### src/ywb_pkg.sv
package ywb_pkg;

    // Default coordinate width: signed Q15.8
    localparam int COORD_WIDTH_DEF = 24;

    // Yaw is a 16-bit binary angle, 65536 steps to a full turn
    localparam int YAW_WIDTH = 16;
    localparam logic [YAW_WIDTH-1:0] QUARTER_TURN = 16'h4000;

    // Pass-through tags
    localparam int BONE_WIDTH = 8;
    localparam int PART_WIDTH = 4;
    localparam int USER_WIDTH = BONE_WIDTH + PART_WIDTH;

    // Trig values are signed Q1.15 and must hold +1.0 exactly
    localparam int TRIG_WIDTH = 17;
    localparam int FRAC_BITS  = 15;
    localparam int ROUND_HALF = 16384;
    localparam int TRIG_ONE   = 32768;

    // Quarter-wave table segment: 16 segments of 1024 angle steps
    localparam int SEG_BITS = 10;

    typedef logic signed [TRIG_WIDTH-1:0] trig_t;

    typedef struct packed {
        trig_t cos_val;
        trig_t sin_val;
    } sincos_t;

    // round(32768 * sin(k * pi / 32)) for k = 0..16
    function automatic logic [15:0] qsin(input logic [4:0] idx);
        logic [15:0] val;
        case (idx)
            5'd0:    val = 16'd0;
            5'd1:    val = 16'd3212;
            5'd2:    val = 16'd6393;
            5'd3:    val = 16'd9512;
            5'd4:    val = 16'd12540;
            5'd5:    val = 16'd15447;
            5'd6:    val = 16'd18205;
            5'd7:    val = 16'd20788;
            5'd8:    val = 16'd23170;
            5'd9:    val = 16'd25330;
            5'd10:   val = 16'd27246;
            5'd11:   val = 16'd28899;
            5'd12:   val = 16'd30274;
            5'd13:   val = 16'd31357;
            5'd14:   val = 16'd32138;
            5'd15:   val = 16'd32610;
            default: val = 16'd32768;
        endcase
        return val;
    endfunction

endpackage

### src/ywb_sincos.sv
module ywb_sincos (
    input  logic [ywb_pkg::YAW_WIDTH-1:0] yaw,
    output ywb_pkg::sincos_t              trig
);

    // Magnitude for a quarter angle 0..16384: table plus linear interpolation
    function automatic logic [15:0] quarter_mag(input logic [14:0] r);
        logic [4:0]  seg;
        logic [9:0]  frac;
        logic [15:0] base;
        logic [11:0] delta;
        logic [21:0] prod;
        logic [22:0] acc;
        logic [15:0] mag;
        seg   = r[14:10];
        frac  = r[ywb_pkg::SEG_BITS-1:0];
        base  = ywb_pkg::qsin(seg);
        delta = 12'(ywb_pkg::qsin(5'(seg + 5'd1)) - base);
        prod  = 22'(delta) * 22'(frac);
        acc   = 23'(prod) + 23'd512;
        if (seg[4]) begin
            mag = ywb_pkg::qsin(seg);
        end else begin
            mag = base + 16'(acc >> ywb_pkg::SEG_BITS);
        end
        return mag;
    endfunction

    function automatic ywb_pkg::trig_t sine_of(input logic [ywb_pkg::YAW_WIDTH-1:0] a);
        logic [1:0]     quad;
        logic [14:0]    r;
        logic [14:0]    arg;
        ywb_pkg::trig_t val;
        quad = a[15:14];
        r    = {1'b0, a[13:0]};
        arg  = quad[0] ? 15'(15'd16384 - r) : r;
        val  = ywb_pkg::trig_t'({1'b0, quarter_mag(arg)});
        return quad[1] ? -val : val;
    endfunction

    assign trig.sin_val = sine_of(yaw);
    assign trig.cos_val = sine_of(yaw + ywb_pkg::QUARTER_TURN);

endmodule

### config.mk
export PLATFORM = sky130hd
export DESIGN_NAME = ywb_sincos
export DESIGN_NICKNAME = d
export VERILOG_FILES = /design/src/ywb_pkg.sv /design/src/ywb_sincos.sv
export SDC_FILE = /design/constraint.sdc
export NUM_CORES = 1
export LEC_CHECK = 0
export BUFFER_PORTS_ARGS = -buffer_cell sky130_fd_sc_hd__buf_2
export CAP_MARGIN = 20
export CORE_AREA = 10 10 148 205
export DETAILED_ROUTE_END_ITERATION = 8
export DIE_AREA = 0 0 158 215
export PLACE_DENSITY_LB_ADDON = 0.15
export SETUP_SLACK_MARGIN = 0.1
export SYNTH_ARGS = -nofsm -noshare
export SYNTH_HDL_FRONTEND = slang
export SYNTH_SLANG_ARGS = --single-unit
### constraint.sdc
create_clock -name vclk -period 15.6
set_input_delay 1.56 -clock vclk [all_inputs]
set_output_delay 1.56 -clock vclk [all_outputs]
set_load 0.01 [all_outputs]
==> metrics.yaml <==
die_x_um: 158
crit_type: "in2out"
die_area_mm2: 0.0340
critPathSlowestCell: "or4_4"
vias: 11900
grt_max_degree: 29
timing.slew.headroom_pct: 34.1
synth_top_area_cell: "fa_1"
ys_top_cells_by_area: "fa_1, ha_1, nor2_1"
cp.required_ns: 14.04
place.gp.congestion: 0.937
port_buffers: 50
arrival_ns: 13.33
overflow: 0
synth_top_area_share_pct: 24.9
core_mm2: 0.0266
period_minus_slack_ns: 14.89
maxSlewViolCount: 0
grt_antenna_before_repair: 0
finalWirelength_um: 36800
area_delta_synth_final_pct: 8.70
drc: 0
start_util_pct: 49.1
yosys.cell_types.count: 81
tightest_slew_ns: 0.986
grt_usage_pct: 21.6
layout-drive-gt1-share_pct: 11.2
rsz0062_at_grt: "yes"
synth_fp_nets: 2082
avgSynthCellArea_um2: 7.64
place_hpwl_um: 31500
first_pass_iters: 7
cp-start-kind: "input pin"
setup-violations-final: 0
wl_per_cell_um: 17.5
crit_top_cell: "fa_1"
pin_count: 50
syn-cell-area_mm2: 0.0130
nClkBuffers: 0
hold_violations: 0
synthCells: 1707
utilization_pct: 53.4
max_freq_mhz: 67.2
tns_ns: 0
die_h_um: 215
grt_pass1_wl_um: 60800
placed_cell_area_mm2: 0.0140
status: "complete, no violations"
rows: 71
grt_pass1_vias: 12100
cp_max_fo: 9
yosysSeqAreaShare_pct: 0
num_antenna_cells: 0
yosysWarningCount: 0
final_area_mm2: 0.0142
drt_iter0_markers: 601
period_share_pct: 95.4
worst_hold_path_type: "in2out"
postRouteAntennaNets: 0
seq_cells: 0
endpoint_kind: "primary output"
cap_violations: 0
regArea_um2: 0
final_nets: 2150
viasPerCell: 5.65
critPathMaxStageDelay_ns: 0.67
[worst max-delay path, delay by kind of cell]
family	cells	cell delay [ns]
and+or+nand+nor	9	2.14
xor gates and xnor gates	4	0.78
adders and majority gates	10	4.11
buffers and inverters	10	1.25
AOI/OAI and AO/OA	15	3.47
[final timing paths]
| path | start | endpoint | slack [ns] | depth (start not counted) |
|---|---|---|---|---|
| setup / recovery | yaw[5] | trig[14] | 0.71 | 48 |
| hold / removal | yaw[15] | trig[1] | 3.65 | 4 |
[metal layers]
metal  part of all wire (%)  routed length, um  up-vias  global-route usage [%]
met2                     57              21100      184                    43.1
met5                      0                  0        -                       0
met3                    1.6                585       46                   0.220
li1                       -                  -     5796                       -
met4                    2.2                804        0                    4.12
met1                     39              14300     5838                    24.6
[synthesized netlist by cell type, types with 12 or more instances]
cell type / count
nor2_1: 246
inv_1: 222
ha_1: 197
fa_1: 162
nand2_1: 131
a21oi_1: 86
xnor2_1: 72
o21ai_0: 68
xor2_1: 52
clkbuf_1: 50
nand2b_1: 47
nor3_1: 39
nor2b_1: 31
a211oi_1: 27
nand3_1: 23
or2_2: 18
o21a_1: 15
or3_1: 15
a31oi_1: 12
and3_1: 12
[metrics by stage]
stage | hold WS, ns | cells | worst slack (ns)
floorplan | 3.30 | 1707 | 0.167
global placement | 3.64 | 2099 | 0.470
finish | 3.65 | 2101 | 0.714
global route | 3.69 | 2101 | 0.0201
CTS | 3.65 | 2100 | 0.233
detailed placement | 3.64 | 2100 | 0.244
[cell families after synthesis]
family / share of synthesized area (%)
AO/OA/AOI/OAI: 15.3
buffers and inverters: 8.57
XOR/XNOR: 9.34
adder cells (fa/ha/maj): 43.8
AND/OR/NAND/NOR: 21.9
multiplexers: 1.19
[cell type report]
| cell class | count | area, um^2 |
|---|---|---|
| well taps | 328 | 410 |
| inverters | 224 | 841 |
| repair buffers | 131 | 858 |
| multi-input cells | 1418 | 12100 |
| fillers | 2676 | 12400 |
[what timing repair did]
action / 4_1_cts / 5_1_grt
setup buffers: 0 / 1
gates resized for setup: 0 / 28
hold buffers: 0 / 0
hold endpoints to repair: 0 / 0
endpoints found under the setup margin: 0 / 12
[cell usage in the layout (no fill, tap or decap), types with 9 or more instances in the layout]
cell / netlist / layout
xor2_1: 52 / 50
or2_2: 18 / 18
buf_4: 2 / 81
fa_1: 162 / 162
nand3_1: 23 / 23
o21ai_0: 68 / 66
o21bai_1: 11 / 11
o21a_1: 15 / 15
nand2b_1: 47 / 47
a211oi_1: 27 / 23
nor2_1: 246 / 245
a31oi_1: 12 / 12
nand2_1: 131 / 131
nor2b_1: 31 / 31
ha_1: 197 / 193
inv_1: 222 / 222
or3_1: 15 / 15
xnor2_1: 72 / 66
a21oi_1: 86 / 81
a21o_1: 11 / 11
buf_2: 8 / 50
nor3_1: 39 / 39
and3_1: 12 / 12
xnor2_2: 3 / 9
mux2i_1: 11 / 10
Power is not shown: default switching activity piles up to over one toggle a cycle in this logic, so the estimate is an artifact.
